`config.mk`:
```
export PLATFORM = sky130hd
export DESIGN_NAME = key_vector_debounce_fifo_flat
export DESIGN_NICKNAME = d
export VERILOG_FILES = /design/src/sv/kvdf_pkg.sv /design/src/sv/kvdf_cmd_if.sv /design/src/sv/kvdf_res_if.sv /design/src/sv/key_vector_debounce_fifo.sv /design/src/sv/kvdf_ram.sv /design/src/sv/kvdf_core.sv /design/src/flat_wrapper.sv
export VERILOG_INCLUDE_DIRS = /design/src /design/src/sv
export SDC_FILE = /design/constraint.sdc
export NUM_CORES = 1
export LEC_CHECK = 0
export ABC_CLOCK_PERIOD_IN_PS = 3570
export BUFFER_PORTS_ARGS = -buffer_cell sky130_fd_sc_hd__buf_2
export CAP_MARGIN = 5
export CORE_MARGIN = 3
export CORE_UTILIZATION = 52
export CTS_CLUSTER_DIAMETER = 150
export DETAILED_ROUTE_END_ITERATION = 10
export GPL_ROUTABILITY_DRIVEN = 1
export PLACE_DENSITY = 0.76
export SLEW_MARGIN = 40
export SYNTH_ARGS = -nofsm -noshare
export SYNTH_HDL_FRONTEND = slang
export SYNTH_SLANG_ARGS = --single-unit
export TNS_END_PERCENT = 30
```
`constraint.sdc`:
```
create_clock -name clk -period 3.57 [get_ports clk]
set_input_delay 0.1785 -clock clk [delete_from_list [all_inputs] [get_ports clk]]
set_output_delay 0.1785 -clock clk [all_outputs]
set_load 0.05 [all_outputs]
```
`src/sv/key_vector_debounce_fifo_defines.svh`:
```
// ----------------------------------------------------------------------------
// Key vector debounce FIFO assertion macros
// Concurrent assertion shorthands clocked on clk and disabled during reset.
// ----------------------------------------------------------------------------
`ifndef KEY_VECTOR_DEBOUNCE_FIFO_DEFINES_SVH
`define KEY_VECTOR_DEBOUNCE_FIFO_DEFINES_SVH
`ifndef SYNTHESIS
`define KVDF_ASSERT_NOW(label, pre, post) \
    label: assert property (@(posedge clk) disable iff (!rst_n) (pre) |-> (post)) \
        else $error("kvdf: same-cycle check failed");
`define KVDF_ASSERT_NEXT(label, pre, post) \
    label: assert property (@(posedge clk) disable iff (!rst_n) (pre) |=> (post)) \
        else $error("kvdf: next-cycle check failed");
`else
`define KVDF_ASSERT_NOW(label, pre, post)
`define KVDF_ASSERT_NEXT(label, pre, post)
`endif
`endif

```
`src/sv/kvdf_pkg.sv`:
```
// ----------------------------------------------------------------------------
// Key vector debounce FIFO package
// Widths, codes, reset values and payload types shared by the block.
// ----------------------------------------------------------------------------
`timescale 1ns / 1ps

package kvdf_pkg;

    localparam int CODE_W    = 7;
    localparam int FUNC_W    = 2;
    localparam int COUNT_W   = 8;
    localparam int CFG_IDX_W = 1;

    // Keys taken into the pressed vector; bits above this count stay zero.
    localparam int NUM_KEYS = 7;
    localparam int DEF_QUEUE_DEPTH = 16;

    localparam logic [CODE_W-1:0] KEY_MASK = (NUM_KEYS >= CODE_W) ?
        {CODE_W{1'b1}} : CODE_W'((1 << NUM_KEYS) - 1);

    localparam logic [FUNC_W-1:0] FUNC_SCAN  = 2'd0;
    localparam logic [FUNC_W-1:0] FUNC_READ  = 2'd1;
    localparam logic [FUNC_W-1:0] FUNC_CLEAR = 2'd2;

    localparam logic [CFG_IDX_W-1:0] REG_ACTIVE_LEVELS = 1'd0;
    localparam logic [CFG_IDX_W-1:0] REG_FILTER_TIME   = 1'd1;

    localparam logic [CODE_W-1:0] RST_ACTIVE_LEVELS = 7'd123;
    localparam logic [CODE_W-1:0] RST_FILTER_TIME   = 7'd5;

    typedef struct packed {
        logic [FUNC_W-1:0] func;
        logic [CODE_W-1:0] pin_levels;
    } kvdf_cmd_t;

    typedef struct packed {
        logic [CODE_W-1:0] key_code;
        logic              pushed;
        logic              queue_empty;
    } kvdf_result_t;

endpackage

```
`src/sv/kvdf_cmd_if.sv`:
```
// ----------------------------------------------------------------------------
// Key vector debounce FIFO command channel
// Valid/ready channel carrying one command item.
// ----------------------------------------------------------------------------
`timescale 1ns / 1ps

interface kvdf_cmd_if
    import kvdf_pkg::*;
();
    logic              valid;
    logic              ready;
    logic [FUNC_W-1:0] func;
    logic [CODE_W-1:0] pin_levels;

    modport source (output valid, output func, output pin_levels, input ready);
    modport sink (input valid, input func, input pin_levels, output ready);
endinterface

```
`src/sv/kvdf_res_if.sv`:
```
// ----------------------------------------------------------------------------
// Key vector debounce FIFO result channel
// Valid/ready channel carrying one result item.
// ----------------------------------------------------------------------------
`timescale 1ns / 1ps

interface kvdf_res_if
    import kvdf_pkg::*;
();
    logic              valid;
    logic              ready;
    logic [CODE_W-1:0] key_code;
    logic              pushed;
    logic              queue_empty;

    modport source (output valid, output key_code, output pushed, output queue_empty,
                    input ready);
    modport sink (input valid, input key_code, input pushed, input queue_empty,
                  output ready);
endinterface

```
`src/sv/key_vector_debounce_fifo.sv`:
```
// ----------------------------------------------------------------------------
// Key vector debounce FIFO
// Each item is taken into an input register, processed and held in a result
// register, so one item is accepted per clock while res.ready does not stall
// the result register, and each result is offered from that register. A scan
// tick debounces the pressed-key vector with a shared counter and pushes it
// into a ring of QUEUE_DEPTH codes that overwrites without a full check; a
// read pops or repeats the last code and answers zero on the first read after
// the code changes; a clear empties the ring. The ring is a RAM read ahead
// with the next read pointer, since its read data is registered. Configuration
// writes are taken in any cycle.
// ----------------------------------------------------------------------------
`timescale 1ns / 1ps
`include "key_vector_debounce_fifo_defines.svh"

module key_vector_debounce_fifo
    import kvdf_pkg::*;
#(
    parameter int QUEUE_DEPTH = DEF_QUEUE_DEPTH
) (
    input  logic                 clk,
    input  logic                 rst_n,
    input  logic                 cfg_we,
    input  logic [CFG_IDX_W-1:0] cfg_index,
    input  logic [CODE_W-1:0]    cfg_data,
    kvdf_cmd_if.sink             cmd,
    kvdf_res_if.source           res
);

    logic         in_valid_reg, in_valid_next;
    kvdf_cmd_t    in_cmd_reg;
    logic         out_valid_reg, out_valid_next;
    kvdf_result_t out_res_reg;
    kvdf_result_t core_result;
    logic         go;
    logic         cmd_accept;

    // The held item advances when the result register is free or being emptied.
    assign go         = in_valid_reg && (!out_valid_reg || res.ready);
    assign cmd.ready  = !in_valid_reg || go;
    assign cmd_accept = cmd.valid && cmd.ready;

    always_comb
    begin
        in_valid_next = in_valid_reg;
        if (cmd_accept)
        begin
            in_valid_next = 1'b1;
        end
        else if (go)
        begin
            in_valid_next = 1'b0;
        end
    end

    always_comb
    begin
        out_valid_next = out_valid_reg;
        if (go)
        begin
            out_valid_next = 1'b1;
        end
        else if (res.ready)
        begin
            out_valid_next = 1'b0;
        end
    end

    kvdf_core #(
        .QUEUE_DEPTH (QUEUE_DEPTH)
    ) u_core (
        .clk       (clk),
        .rst_n     (rst_n),
        .cfg_we    (cfg_we),
        .cfg_index (cfg_index),
        .cfg_data  (cfg_data),
        .go        (go),
        .cmd       (in_cmd_reg),
        .result    (core_result)
    );

    always_ff @(posedge clk or negedge rst_n)
    begin
        if (!rst_n)
        begin
            in_valid_reg  <= 1'b0;
            out_valid_reg <= 1'b0;
        end
        else
        begin
            in_valid_reg  <= in_valid_next;
            out_valid_reg <= out_valid_next;
        end
    end

    always_ff @(posedge clk)
    begin
        if (cmd_accept)
        begin
            in_cmd_reg.func       <= cmd.func;
            in_cmd_reg.pin_levels <= cmd.pin_levels;
        end
        if (go)
        begin
            out_res_reg <= core_result;
        end
    end

    assign res.valid       = out_valid_reg;
    assign res.key_code    = out_res_reg.key_code;
    assign res.pushed      = out_res_reg.pushed;
    assign res.queue_empty = out_res_reg.queue_empty;

    `KVDF_ASSERT_NEXT(a_go_fills_result, go, out_valid_reg)
    `KVDF_ASSERT_NOW(a_empty_stage_ready, !in_valid_reg, cmd.ready)
    `KVDF_ASSERT_NEXT(a_stall_keeps_item, in_valid_reg && out_valid_reg && !res.ready, in_valid_reg)

endmodule

```
`src/sv/kvdf_ram.sv`:
```
// ----------------------------------------------------------------------------
// Generic simple dual-port RAM
// One write port, one read port with registered read data.
// ----------------------------------------------------------------------------
`timescale 1ns / 1ps

module kvdf_ram #(
    parameter int WIDTH = 8,
    parameter int DEPTH = 16
) (
    input  logic                     clk,
    input  logic                     we,
    input  logic [$clog2(DEPTH)-1:0] waddr,
    input  logic [WIDTH-1:0]         wdata,
    input  logic [$clog2(DEPTH)-1:0] raddr,
    output logic [WIDTH-1:0]         rdata
);

    logic [WIDTH-1:0] mem [DEPTH];
    logic [WIDTH-1:0] rdata_reg;

    always_ff @(posedge clk)
    begin
        if (we)
        begin
            mem[waddr] <= wdata;
        end
        rdata_reg <= mem[raddr];
    end

    assign rdata = rdata_reg;

endmodule

```
`src/sv/kvdf_core.sv`:
```
// ----------------------------------------------------------------------------
// Key vector debounce FIFO core
// Config registers, debounce filter, code ring and read gating for one item.
// ----------------------------------------------------------------------------
`timescale 1ns / 1ps
`include "key_vector_debounce_fifo_defines.svh"

module kvdf_core
    import kvdf_pkg::*;
#(
    parameter int QUEUE_DEPTH = DEF_QUEUE_DEPTH
) (
    input  logic                 clk,
    input  logic                 rst_n,
    input  logic                 cfg_we,
    input  logic [CFG_IDX_W-1:0] cfg_index,
    input  logic [CODE_W-1:0]    cfg_data,
    input  logic                 go,
    input  kvdf_cmd_t            cmd,
    output kvdf_result_t         result
);

    localparam int PTR_W = $clog2(QUEUE_DEPTH);
    localparam logic [PTR_W-1:0] LAST_PTR = PTR_W'(QUEUE_DEPTH - 1);

    logic [CODE_W-1:0]  active_levels_reg, active_levels_next;
    logic [CODE_W-1:0]  filter_time_reg, filter_time_next;
    logic [CODE_W-1:0]  accepted_reg, accepted_next;
    logic [COUNT_W-1:0] filter_count_reg, filter_count_next;
    logic [PTR_W-1:0]   wp_reg, wp_next;
    logic [PTR_W-1:0]   rp_reg, rp_next;
    logic [CODE_W-1:0]  last_fetched_reg, last_fetched_next;
    logic [CODE_W-1:0]  prior_fetched_reg, prior_fetched_next;
    logic               bypass_reg, bypass_next;
    logic [CODE_W-1:0]  bypass_data_reg;

    logic [CODE_W-1:0]  pressed;
    logic [COUNT_W-1:0] threshold;
    logic [COUNT_W-1:0] limit;
    logic [CODE_W-1:0]  head;
    logic [CODE_W-1:0]  fetched;
    logic               ram_we;
    logic [CODE_W-1:0]  ram_rdata;

    function automatic logic [PTR_W-1:0] ptr_inc(input logic [PTR_W-1:0] p);
        ptr_inc = (p == LAST_PTR) ? '0 : p + 1'b1;
    endfunction

    always_comb
    begin
        active_levels_next = active_levels_reg;
        filter_time_next   = filter_time_reg;
        if (cfg_we)
        begin
            unique case (cfg_index)
                REG_ACTIVE_LEVELS: active_levels_next = cfg_data;
                REG_FILTER_TIME:   filter_time_next   = cfg_data;
                default: ;
            endcase
        end
    end

    assign pressed   = ~(cmd.pin_levels ^ active_levels_reg) & KEY_MASK;
    assign threshold = {1'b0, filter_time_reg};
    assign limit     = {filter_time_reg, 1'b0};
    // A write that lands on the address being read this cycle is forwarded.
    assign head      = bypass_reg ? bypass_data_reg : ram_rdata;

    always_comb
    begin
        accepted_next      = accepted_reg;
        filter_count_next  = filter_count_reg;
        wp_next            = wp_reg;
        rp_next            = rp_reg;
        last_fetched_next  = last_fetched_reg;
        prior_fetched_next = prior_fetched_reg;
        fetched            = last_fetched_reg;
        ram_we             = 1'b0;
        result             = '0;
        if (go)
        begin
            unique case (cmd.func)
                FUNC_SCAN:
                begin
                    if (pressed != accepted_reg)
                    begin
                        priority if (filter_count_reg < threshold)
                        begin
                            filter_count_next = threshold;
                        end
                        else if (filter_count_reg < limit)
                        begin
                            filter_count_next = filter_count_reg + 1'b1;
                        end
                        else
                        begin
                            ram_we            = 1'b1;
                            wp_next           = ptr_inc(wp_reg);
                            filter_count_next = '0;
                            accepted_next     = pressed;
                            result.pushed     = 1'b1;
                        end
                    end
                end
                FUNC_READ:
                begin
                    if (rp_reg != wp_reg)
                    begin
                        fetched = head;
                        rp_next = ptr_inc(rp_reg);
                    end
                    last_fetched_next  = fetched;
                    prior_fetched_next = fetched;
                    // The first read after the code changes answers zero.
                    result.key_code = (prior_fetched_reg != fetched) ? '0 : fetched;
                end
                FUNC_CLEAR:
                begin
                    rp_next = wp_reg;
                end
                default: ;
            endcase
        end
        result.queue_empty = (rp_next == wp_next);
    end

    assign bypass_next = ram_we && (wp_reg == rp_next);

    kvdf_ram #(
        .WIDTH (CODE_W),
        .DEPTH (QUEUE_DEPTH)
    ) u_code_ram (
        .clk   (clk),
        .we    (ram_we),
        .waddr (wp_reg),
        .wdata (pressed),
        .raddr (rp_next),
        .rdata (ram_rdata)
    );

    always_ff @(posedge clk or negedge rst_n)
    begin
        if (!rst_n)
        begin
            active_levels_reg <= RST_ACTIVE_LEVELS;
            filter_time_reg   <= RST_FILTER_TIME;
            accepted_reg      <= '0;
            filter_count_reg  <= '0;
            wp_reg            <= '0;
            rp_reg            <= '0;
            last_fetched_reg  <= '0;
            prior_fetched_reg <= '0;
            bypass_reg        <= 1'b0;
        end
        else
        begin
            active_levels_reg <= active_levels_next;
            filter_time_reg   <= filter_time_next;
            accepted_reg      <= accepted_next;
            filter_count_reg  <= filter_count_next;
            wp_reg            <= wp_next;
            rp_reg            <= rp_next;
            last_fetched_reg  <= last_fetched_next;
            prior_fetched_reg <= prior_fetched_next;
            bypass_reg        <= bypass_next;
        end
    end

    always_ff @(posedge clk)
    begin
        bypass_data_reg <= pressed;
    end

    `KVDF_ASSERT_NEXT(a_bypass_capture, ram_we && (wp_reg == rp_next), bypass_reg)
    `KVDF_ASSERT_NEXT(a_clear_empties, go && (cmd.func == FUNC_CLEAR), rp_reg == wp_reg)
    `KVDF_ASSERT_NEXT(a_push_rearms, go && result.pushed, (filter_count_reg == '0) && (accepted_reg == $past(pressed)))

endmodule
```
`src/flat_wrapper.sv`:
```
// flat-port wrapper written by rule: the top's interface ports become plain ports
module key_vector_debounce_fifo_flat import kvdf_pkg::*;
#(
    parameter int QUEUE_DEPTH = DEF_QUEUE_DEPTH
)
  (clk, rst_n, cfg_we, cfg_index, cfg_data, cmd_valid, cmd_func, cmd_pin_levels, cmd_ready, res_valid, res_key_code, res_pushed, res_queue_empty, res_ready);
  kvdf_cmd_if cmd_i ();
  kvdf_res_if res_i ();
  input  logic clk;
  input  logic rst_n;
  input  logic cfg_we;
  input  logic [CFG_IDX_W-1:0] cfg_index;
  input  logic [CODE_W-1:0] cfg_data;
  input wire logic [$bits(cmd_i.valid)-1:0] cmd_valid;
  input wire logic [$bits(cmd_i.func)-1:0] cmd_func;
  input wire logic [$bits(cmd_i.pin_levels)-1:0] cmd_pin_levels;
  output wire logic [$bits(cmd_i.ready)-1:0] cmd_ready;
  output wire logic [$bits(res_i.valid)-1:0] res_valid;
  output wire logic [$bits(res_i.key_code)-1:0] res_key_code;
  output wire logic [$bits(res_i.pushed)-1:0] res_pushed;
  output wire logic [$bits(res_i.queue_empty)-1:0] res_queue_empty;
  input wire logic [$bits(res_i.ready)-1:0] res_ready;
  assign cmd_i.valid = cmd_valid;
  assign cmd_i.func = cmd_func;
  assign cmd_i.pin_levels = cmd_pin_levels;
  assign cmd_ready = cmd_i.ready;
  assign res_valid = res_i.valid;
  assign res_key_code = res_i.key_code;
  assign res_pushed = res_i.pushed;
  assign res_queue_empty = res_i.queue_empty;
  assign res_i.ready = res_ready;
  key_vector_debounce_fifo #(.QUEUE_DEPTH(QUEUE_DEPTH)) u_core (.clk(clk), .rst_n(rst_n), .cfg_we(cfg_we), .cfg_index(cfg_index), .cfg_data(cfg_data), .cmd(cmd_i), .res(res_i));
endmodule
```
; ---- Word level (Yosys, flattened, before mapping)
; Memory sizes are Yosys's and may differ from the RTL's. A register that Yosys moved wholly into a read port is not among the register bits.
; Index checks and enable logic that the tools add are counted.
[word_totals]
reg_bits = 72
ram_bits = 112
inputBits = 22
output_inout_bits = 11
word_cells = 80
memories = 1
[mem_list]
columns = name, words, word_bits, rd, rd_clocked_by_memory_dff, wr, line
row1 = u_core.u_core.u_code_ram.mem, 16, 7, 1, 1, 1, kvdf_ram.sv:19  ; logic [WIDTH-1:0] mem [DEPTH];
[classes]
add_sub_neg = 3
order_cmp = 2
eq_ne = 9
mux = 27
bitwise_logic = 6
reduce_logical = 16
[op_table]
columns = cell, n
row1 = 2-to-1 mux 4 bit, 9
row2 = 2-to-1 mux 7 bit, 4
row3 = 2-to-1 mux 8 bit, 2
row4 = != test 7 bit, 2
row5 = 2-to-1 mux 1 bit, 11
row6 = "adder 4 x 1 -> 4 bit, second input constant", 2
row7 = "adder 8 x 1 -> 8 bit, second input constant", 1
row8 = equality test 4 bit, 2
row9 = "equality test 4 bit, second input constant", 2
row10 = < comparator 8 x 7 -> 1 bit, 1
row11 = < comparator 8 bit, 1
row12 = case mux 4 bit (2 select lines), 1
row13 = NOT 7 bit, 1
row14 = bitwise XOR 7 bit, 1
row15 = AND reduction 2 bit, 3
row16 = AND reduction 5 bit, 1
row17 = != test 4 bit, 1
row18 = NOT 1 bit, 4
row19 = nonzero test 2 bit, 2
row20 = logical AND 1 bit, 3
row21 = AND reduction 3 bit, 1
row22 = "equality test 2 x 1 -> 1 bit, second input constant", 1
row23 = "equality test 2 bit, second input constant", 1
row24 = logical NOT 1 bit, 2
row25 = 3 further kinds, 4

; ---- Longest topological paths before layout
; Gate-level depths: netlist of the first run.
[logic_depth]
depth_word = 8
ltp_mapped = 12
mapped_depth_nobuf = 10

; ---- Cells and area by module
; Synthesis of the first run repeated with hierarchy kept, for this count alone.
[unflattened]
cells_unflattened = 547
hier_area_um2 = 8284.2
[modules_own_cells]
columns = module, n_inst, cells_per_inst, area_per_inst_um2, seq_area_each_um2
row1 = kvdf_ram, 1, 203, 4530.6, 3503.4
row2 = kvdf_core, 1, 318, 3109.2, 1276.2
row3 = key_vector_debounce_fifo, 1, 26, 644.4, 590.6

; ---- Worst setup path before layout of the first run
; OpenSTA, ideal clock, no wires.
[synth_path]
path_kind = reg2reg
start = reg u_core.in_cmd_reg[4] (netlist name)
end = mem u_core.u_core.u_code_ram.mem[0][0] (netlist name), enable pin
setup_time_ns = 0.380
arrival_time_ns = 2.640
required_ns = 3.190
slack_ns = 0.550
stages_incl_launch_ff = 10
n_path_buf = 2
synth_period_minus_slack_ns = 3.020
cell_sequence = edfxtp_1 xnor2_2 xnor2_1 a41o_1 or2_1 buf_6 nor3_2 buf_2 nand2_1 nor3_1
[synth_between]
elab_chain_len = 8
[synth_lines]
columns = item, line
row1 = from (decl), key_vector_debounce_fifo.sv:31  ; kvdf_cmd_t in_cmd_reg;
row2 = bitwise XOR 7 bit, kvdf_core.sv:63  ; assign pressed = ~(cmd.pin_levels ^ active_levels_reg) & KEY_MASK;
row3 = NOT 7 bit, kvdf_core.sv:63
row4 = via u_core.u_core.pressed[4], kvdf_core.sv:37  ; logic [CODE_W-1:0] pressed;
row5 = != test 7 bit, kvdf_core.sv:85  ; if (pressed != accepted_reg)
row6 = 2-to-1 mux 1 bit, kvdf_core.sv:85
row7 = 2-to-1 mux 1 bit, kvdf_core.sv:82  ; unique case (cmd.func)
row8 = 2-to-1 mux 1 bit, kvdf_core.sv:80  ; if (go)
row9 = 2-to-1 mux 1 bit, kvdf_ram.sv:24  ; if (we)
row10 = 2-to-1 mux 1 bit (implied by the code), kvdf_ram.sv:26  ; mem[waddr] <= wdata;
row11 = to (decl), kvdf_ram.sv:19
; The timed path passes the listed nets, and every way through them passes these cells.

; ---- Final worst setup path of the first run
[layout_path]
start = reg u_core.in_cmd_reg[1] (netlist name)
end = mem u_core.u_core.u_code_ram.mem[0][2] (netlist name), enable pin
; The elaborated chain is that of the path after synthesis.

==> run metrics, run 1 <==
CP required=3.71 ns; synth warn=0; total power draw=6.36 mW; Sw Ratio=29.7%; Synth Area in Simple Gates=6.22%; cell mode on critical path=buf_4; nets=691; vias in the first global route=5069; Hold WS=0.0173 ns; Synth Area in Adders=3.12%; cells along the critical path=xnor2_4 > xnor2_1 > a41o_1 > or2_1 > nor3_2 > buf_4 > nand2_1 > nor3_1 > buf_4; DP Cell Count=824; Pint=4.47 mW; Final Hold Vio Count=0; top post-synthesis cells by area=edfxtp_1 (46%), dfrtp_1 (12%), mux2i_1 (11%); unrepaired setup endpoints after global routing=no; gr usage total=19.7%; Worst R2R Start=u_core.in_cmd_reg[1]$_DFFE_PP_; Comb power frac=23.2%; Vias/cell=5.64; post-synth cell types=54; initial core utilization=54.2%; ANT cells=0; Clock Power Share=31.5%; Iteration-0 DRC Markers=356; max FFs per register=112; gpl congestion=0.820; commonest non-fill, non-tap cells in the layout=edfxtp_1 (130), mux2i_1 (91), dfrtp_1 (39), nor2_1 (34), buf_2 (31); sequential share of power=45.3%; Min Clock Period, post-route=3.07 ns; worst hold stages=2; number of synthesized flops with an enable pin=130; share of cells above drive strength 1=19.1%; clk sink count=191; antenna violations before repair=0; post-CTS setup buffer count=0; htree depth=4; Setup Skew=0.0117 ns; fin util=63.0%; top-area cell type share of the netlist area=46.3%; commonest non-fill, non-tap cell in the layout=edfxtp_1; VDD IR-drop max=0.424 mV; status=finished clean; Die ar.=0.0178 mm2; setup violators final=0; hold path startpoint=cfg_data[0]; Synth Area in Compound Gates=6.35%; fin crit share=86.1%; Async SR Flop Fraction=24.6%; placed cell areas=0.00899 mm2; CP Max Fanout=19; Fmax=0.325 GHz; Final Slew Violations=0; Worst-path clk slew=0.07 ns; clock buffer depth=2; final antenna-violating net count=0; post-detailed-route wirelength per cell=19.3 um; internal reg-to-reg setup slack=0.50 ns; ys flop type=edfxtp_1; min setup slack post-route=0.496 ns; DRC=0; TNS Setup=0 ns; hold endpoint=u_core.u_core.active_levels_reg[0]$_DFFE_PN1P_; Slew @ Worst Pin=0.765 ns; DP HPWL=11.3 mm; first-pass GRT wire length=27.0 mm; post-synthesis instance area=0.00843 mm2; Switch Pwr=1.89 mW; Port Buffer Count=32; Synth Instances=582; die height=133 um; total CTS buffers=17; post-synthesis xor/xnor area fraction=4.45%; width of the die=133 um; critical path arrival=3.22 ns; largest family of logic cells by synthesized area=multiplexers; cell accounting for the most synthesized area=edfxtp_1; Vias=4921; multiplexer area fraction after synthesis=14.1%; crit path kind=reg -> reg; flops & latches, synth=191; grt total ovfl=0; largest net degree at the start of global routing=48; num ports=33; fillcell total=1173; number of placement rows=45; Synthesized Nets=625; Finished Layout Cells=872; worst-skew pair later-pin latency=0.43 ns; syn avg cell area=14.5 um2; DRT Pass-1 Iters=5; static leakage=3.83 nW; crit end category=flop; root buffer cell=clkbuf_16; Final Cell Area=0.00979 mm2; CTS tree=yes; Crit-path slowest cell=xnor2_4; worst r2r path cells=9; relative slew slack=48.6%; post-synthesis sequential area ratio=63.7%; detailed-route wire length=16.8 mm; Area Growth Syn to Fin=16.2%; dpl ws=0.347 ns; type of the worst min-delay path=in -> reg; CP max stage delay=0.50 ns; startpoint type of the worst setup path=flop; maxcap violations=0; Core ar.=0.0155 mm2; pwr/cell area=649 mW/mm2; reg-to-reg endpoint=u_core.u_core.u_code_ram.mem[0][2]$_DFFE_PP_
-- power by group through the flow --
stage          Sequential (mW)  Combinational (mW)  Clock (mW)
6_report                  2.88                1.48        2.00
5_1_grt                   2.91                1.63        2.13
4_1_cts                   2.87                1.48        2.03
3_5_place_dp              2.92                1.46           0
3_3_place_gp              2.90                1.40           0
2_1_floorplan             2.94                1.01           0
-- logic make-up (layout without fill, tap and decap cells) --
family,Yosys count,in the layout
AO/OA/AOI/OAI,76,76
AND/OR/NAND/NOR,105,105
multiplexers,115,115
flip-flops,191,191
buffers and inverters,40,119
adder cells (fa/ha/maj),21,21
XOR/XNOR,34,34
-- worst max-delay path: cells and delay by family (launching register included) --
kind	cells	cell delay, ns
XOR/XNOR	2	0.62
buffers and inverters	2	0.48
AND/OR/NAND/NOR	4	0.97
AO/OA/AOI/OAI	1	0.24
flip-flops	1	0.46
-- final cells by class --
class | instances | area, um2 | area share, %
Clock inverter | 14 | 204 | 2.08
Multi-Input combinational cell | 351 | 2950 | 30.2
Timing Repair Buffer | 72 | 515 | 5.26
Tap cell | 211 | 264 | 2.70
Clock buffer | 18 | 429 | 4.38
Sequential cell | 191 | 5370 | 54.8
Inverter | 15 | 56.3 | 0.575
-- repair_timing --
item / in CTS / in global routing
resized for setup: 0 / 0
hold endpoints to repair: 58 / 0
hold buffers: 16 / 0
-- how the worst max path moves through the flow --
stage	startpoint	endpoint	depth (start not counted)
after CTS	u_core.in_cmd_reg[1]$_DFFE_PP_	u_core.u_core.u_code_ram.mem[0][2]$_DFFE_PP_	9
final	u_core.in_cmd_reg[1]$_DFFE_PP_	u_core.u_core.u_code_ram.mem[0][2]$_DFFE_PP_	9
after detailed placement	u_core.in_cmd_reg[1]$_DFFE_PP_	u_core.u_core.u_code_ram.mem[0][4]$_DFFE_PP_	9
after floorplan	u_core.in_cmd_reg[4]$_DFFE_PP_	u_core.u_core.u_code_ram.mem[0][0]$_DFFE_PP_	9
after global placement	u_core.in_cmd_reg[1]$_DFFE_PP_	u_core.u_core.u_code_ram.mem[0][0]$_DFFE_PP_	9
after global routing	u_core.in_cmd_reg[1]$_DFFE_PP_	u_core.u_core.u_code_ram.mem[0][0]$_DFFE_PP_	9
-- synthesized netlist by cell type, drive strengths merged (9+ instances only) --
master	number
nand2	23
dfrtp	39
a211oi	9
o21ai	17
mux2	24
ha	21
dfxtp	14
xnor2	24
clkbuf	12
a21oi	17
inv	15
a22oi	14
nor2	34
buf	13
mux2i	91
edfxtp	130
-- metal layers --
| layer | global-route usage [%] | wire length, um | vias to the layer above |
|---|---|---|---|
| li1 | - | - | 2300 |
| met1 | 26.0 | 7070 | 2444 |
| met2 | 33.1 | 8590 | 152 |
| met3 | 3.66 | 858 | 25 |
| met4 | 6.46 | 308 | 0 |
| met5 | 0 | 0 | - |
No activity file was read; power rests on OpenSTA's default activity.
==> inputs of run 2 (changes only) <==
ABC_AREA = 1   (was unset)
MAX_ROUTING_LAYER = met4   (was unset)
==> run metrics, run 2 <==
status=finished clean; CP max stage delay=0.54 ns; type of the worst min-delay path=in -> reg; total CTS buffers=17; width of the die=138 um; static leakage=4.48 nW; Crit-path slowest cell=nor2_1; vias in the first global route=6378; Worst-path clk slew=0.07 ns; top post-synthesis cells by area=edfxtp_1 (43%), nand2_1 (13%), dfrtp_1 (11%); Die ar.=0.0191 mm2; detailed-route wire length=19.2 mm; first-pass GRT wire length=31.5 mm; Comb power frac=35.1%; largest net degree at the start of global routing=53; post-detailed-route wirelength per cell=15.4 um; Iteration-0 DRC Markers=574; clk sink count=191; pwr/cell area=726 mW/mm2; syn avg cell area=9.41 um2; Final Slew Violations=0; relative slew slack=48.0%; CP Max Fanout=19; synth warn=0; die height=138 um; Min Clock Period, post-route=3.25 ns; post-CTS sizing=0; post-synthesis sequential area ratio=59.0%; num ports=33; Vias=6594; CP top delay family=simple AND/OR/NAND/NOR gates; htree depth=4; top cells by count, synth=nand2_1 (305), edfxtp_1 (130), inv_1 (115); number of placement rows=47; unrepaired setup endpoints after global routing=no; DP HPWL=12.7 mm; maxcap violations=0; cell accounting for the most synthesized area=edfxtp_1; flops & latches, synth=191; Synthesized Nets=1010; top-area cell type share of the netlist area=42.9%; VDD IR-drop max=0.448 mV; gpl congestion=0.943; Final Hold Vio Count=0; Vias/cell=5.29; grt total ovfl=0; crit end category=flop; DRT Pass-1 Iters=7; DRC=0; Pint=4.58 mW; commonest non-fill, non-tap cell in the layout=nand2_1; initial core utilization=53.9%; Sw Ratio=38.0%; ys flop type=edfxtp_1; Synth Instances=967; Clock Power Share=25.6%; final antenna-violating net count=0; sequential share of power=39.3%; Core ar.=0.0169 mm2; clock buffer depth=2; Switch Pwr=2.81 mW; Fmax=0.307 GHz; most numerous cell in the Yosys netlist=nand2_1; cells along the critical path=inv_1 > ha_1 > nand3_1 > nand2_1 > a21oi_1 > a21oi_1 > nand3_1 > inv_2 > nand2_1 > nor2_1; CP Buf/Inv Count=2; ANT cells=0; startpoint type of the worst setup path=flop; nets=1056; antenna violations before repair=0; TNS Setup=0 ns; Slew @ Worst Pin=0.779 ns; CP required=3.63 ns; fin crit share=91.1%; number of synthesized flops with an enable pin=130; critical path arrival=3.31 ns; setup violators final=0; total power draw=7.39 mW; max FFs per register=112; CTS tree=yes; share of cells above drive strength 1=11.0%; Area Growth Syn to Fin=11.8%; Async SR Flop Fraction=24.6%; Port Buffer Count=32; root buffer cell=clkbuf_16; crit path kind=reg -> reg; Setup Skew=0.0126 ns; fin util=60.3%; post-synthesis instance area=0.00910 mm2; commonest non-fill, non-tap cells in the layout=nand2_1 (305), edfxtp_1 (130), inv_1 (115), nand3_1 (110), dfrtp_1 (39); gr usage total=21.2%; worst-skew pair later-pin latency=0.43 ns; post-synth cell types=41
-- run 2: cell count changes after synthesis, moves of 9 or more --
cell,before,now
a211oi_1,9,0
a22oi_1,14,3
inv_1,14,115
mux2_2,15,0
mux2i_1,91,0
nand2_1,23,305
nand3_1,5,110
nand3b_1,1,28
o21ai_0,14,34
o21ai_1,3,20
xnor2_1,21,3
-- run 2: layout make-up --
type	count	area [um2]
Fill cell	1344	6700
Timing Repair Buffer	59	403
Clock buffer	21	462
Sequential cell	191	5370
Tap cell	220	275
Clock inverter	11	129
Multi-Input combinational cell	619	3070
Inverter	125	472
-- run 2: routing by layer --
layer | track usage [%] | wire [um] | up-vias | part of all wire, %
met5 | - | 0 | - | 0
met4 | 7.33 | 409 | 0 | 2.1
met3 | 4.49 | 1190 | 40 | 6.2
met2 | 34.4 | 9460 | 234 | 49
met1 | 26.6 | 8180 | 3038 | 43
li1 | - | - | 3282 | -
-- run 2: cell families after synthesis --
| family | count (synthesis) | share of synthesized area (%) |
|---|---|---|
| flip-flops | 191 | 59.0 |
| adder cells (fa/ha/maj) | 21 | 2.89 |
| buffers and inverters | 157 | 7.29 |
| AO/OA/AOI/OAI | 85 | 5.14 |
| XOR/XNOR | 8 | 0.770 |
| AND/OR/NAND/NOR | 505 | 24.9 |
-- run 2: through the flow --
stage                     hold slack (ns)  cells  setup slack (ns)  cell area, um2
after floorplan                    -0.117    967              1.10            9100
after global placement              0.242   1198             0.523            9430
after detailed placement            0.251   1198             0.369            9430
after CTS                          0.0123   1246             0.343           10200
after global routing               0.0190   1246            0.0647           10200
final                              0.0156   1246             0.316           10200
-- run 2: tightest hold or removal path, stage by stage --
cell	delay [ns]
buf_2	0.09
inv_1	0.07
o21ai_0	0.09
-- run 2: path summary, 6_finish.rpt --
| kind | start | endpoint | slack [ns] | depth (start not counted) |
|---|---|---|---|---|
| max | u_core.u_core.filter_time_reg[2]$_DFFE_PN1P_ | u_core.u_core.u_code_ram.mem[10][1]$_DFFE_PP_ | 0.32 | 10 |
| min | cfg_data[4] | u_core.u_core.active_levels_reg[4]$_DFFE_PN1P_ | 0.02 | 3 |
| max reg2reg | u_core.u_core.filter_time_reg[2]$_DFFE_PN1P_ | u_core.u_core.u_code_ram.mem[10][1]$_DFFE_PP_ | 0.32 | 10 |
| min reg2reg | u_core.in_valid_reg$_DFFE_PN0P_ | u_core.res.valid$_DFFE_PN0P_ | 0.48 | 2 |
| max in group asynchronous | rst_n | u_core.u_core.filter_time_reg[2]$_DFFE_PN1P_ | 2.43 | 3 |
| min in group asynchronous | rst_n | u_core.u_core.prior_fetched_reg[2]$_DFFE_PN0P_ | 0.31 | 2 |
-- run 2: timing repair --
| item | in CTS | in global routing |
|---|---|---|
| hold buffers | 16 | 0 |
| buffers inserted | 0 | 0 |
| endpoints found under the hold margin | 36 | 0 |
| setup endpoints to repair | 0 | 0 |
-- run 2: power groups by stage --
stage	logic (mW)	registers, mW	clock network (mW)
floorplan	1.98	2.92	0
global placement	2.52	2.94	0
detailed placement	2.55	2.95	0
CTS	2.58	2.90	1.92
global route	2.92	2.94	2.03
finish	2.59	2.91	1.89
==> inputs of run 3 (changes only) <==
ABC_CLOCK_PERIOD_IN_PS = 2700   (was 3570)
PLACE_DENSITY = 0.78   (was 0.76)
clock period = 2.7 ns   (was 3.57 ns; I/O delays follow)
==> run metrics, run 3 (synthesis gave the netlist of run 2 again) <==
status=finished clean; die height=138 um; total CTS buffers=17; commonest non-fill, non-tap cell in the layout=nand2_1; GR peak layer=met2; Vias=6764; Area Growth Syn to Fin=14.5%; Worst-path clk slew=0.07 ns; gpl congestion=0.914; post-CTS setup buffer count=0; worst-skew pair later-pin latency=0.44 ns; CP required=2.85 ns; Finished Layout Cells=1274; max FFs per register=112; Final Hold Vio Count=0; maxcap violations=0; num ports=33; grt met1 use=27.9%; detailed-route wire length=20.2 mm; met2 Usage GRT=35.4%; first-pass GRT wire length=32.8 mm; type of the worst min-delay path=in -> async; DRT Pass-1 Iters=6; htree depth=4; DP Cell Count=1223; DRC=0; crit end category=flop; Port Buffer Count=32; initial core utilization=53.9%; post-detailed-route wirelength per cell=15.8 um; CTS tree=yes; clock buffer depth=2; crit path kind=reg -> reg; nets=1084; met3 GRT Util=4.77%; relative slew slack=46.4%; ANT cells=0; Slew @ Worst Pin=0.802 ns; TNS Setup=0 ns; Iteration-0 DRC Markers=707; Final Slew Violations=0; root buffer cell=clkbuf_16; Min Clock Period, post-route=2.46 ns; vias in the first global route=6573; Die ar.=0.0191 mm2; grt total ovfl=0; final antenna-violating net count=0; commonest non-fill, non-tap cells in the layout=nand2_1 (303), edfxtp_1 (130), inv_1 (115), nand3_1 (110), dfrtp_1 (39); DP HPWL=13.3 mm; startpoint type of the worst setup path=flop; setup violators final=0; antenna violations before repair=0; CP Max Fanout=7; number of placement rows=47; static leakage=4.63 nW; Fmax=0.407 GHz; width of the die=138 um; gr usage total=22.2%; largest net degree at the start of global routing=43; Core ar.=0.0169 mm2; share of cells above drive strength 1=13.7%; fin crit share=91.1%; clk sink count=191; Vias/cell=5.31; unrepaired setup endpoints after global routing=no; critical path arrival=2.61 ns; VDD IR-drop max=0.680 mV; pwr/cell area=949 mW/mm2; Setup Skew=0.00938 ns
run 3: changes by cell type in the layout (fill, tap and decap cells not counted), moves of 2 or more:
cell / change
buf_4: +25
nand2_1: -2
nand2_2: +2
dlygate4sd3_1: +3
inv_8: +3
clkinv_4: +3
clkbuf_1: -3
run 3: path summary, 6_finish.rpt:
kind	startpoint	to	slack [ns]	cells after the start
setup reg to reg	u_core.u_core.filter_time_reg[2]$_DFFE_PN1P_	u_core.u_core.u_code_ram.mem[0][6]$_DFFE_PP_	0.24	13
setup / recovery	u_core.u_core.filter_time_reg[2]$_DFFE_PN1P_	u_core.u_core.u_code_ram.mem[0][6]$_DFFE_PP_	0.24	13
hold reg to reg	u_core.u_core.prior_fetched_reg[3]$_DFFE_PN0P_	u_core.u_core.prior_fetched_reg[3]$_DFFE_PN0P_	0.50	2
hold / removal	rst_n	u_core.u_core.prior_fetched_reg[2]$_DFFE_PN0P_	0.23	2
min in group clk	cfg_we	u_core.u_core.active_levels_reg[5]$_DFFE_PN1P_	0.23	4
max in group asynchronous	rst_n	u_core.u_core.active_levels_reg[0]$_DFFE_PN1P_	1.84	3
run 3: area by class of cell:
| cell class | count | area [um2] |
|---|---|---|
| Clock buffer | 18 | 439 |
| Clock inverter | 14 | 148 |
| Fill cell | 1333 | 6460 |
| Inverter | 125 | 472 |
| Multi-Input combinational cell | 619 | 3080 |
| Sequential cell | 191 | 5370 |
| Tap cell | 220 | 275 |
| Timing Repair Buffer | 87 | 636 |
run 3: where the power goes:
group / internal, mW / switching, mW
clock network: 1.33 / 1.13
registers: 3.54 / 0.297
logic: 1.19 / 2.39
total: 6.06 / 3.82
run 3: timing repair:
action	in CTS	in global routing
setup endpoints to repair	0	14
hold endpoints to repair	61	0
hold buffers	19	0
resized for setup	0	1
run 3: stage by stage:
stage / utilization (%) / cell area (um2) / power (mW) / setup slack (ns) / hold slack, ns
6_report: 61.7 / 10400 / 9.89 / 0.242 / 0.226
2_1_floorplan: - / 9100 / 6.49 / 0.226 / -0.161
4_1_cts: 61.7 / 10400 / 9.88 / 0.178 / 0.195
3_5_place_dp: 57.1 / 9630 / 7.38 / 0.248 / 0.178
5_1_grt: 61.7 / 10400 / 10.5 / 0.0509 / 0.293
3_3_place_gp: 57.0 / 9630 / 7.31 / 0.290 / 0.312
run 3: worst max-delay path: stages (launching register included):
cell and delay, ns:
dfstp_2 0.54, inv_1 0.07, ha_1 0.29, nand2_1 0.05, inv_1 0.04, nand2_1 0.05, nand2_1 0.06, nand2_1 0.07
a21oi_2 0.19, nand3_1 0.17, inv_2 0.15, nand2_1 0.17, nor2_1 0.14, buf_4 0.17
run 3: routing by layer:
layer	vias up	wire (um)
met2	238	9790
met5	-	0
li1	3332	-
met1	3142	8490
met4	0	552
met3	52	1330
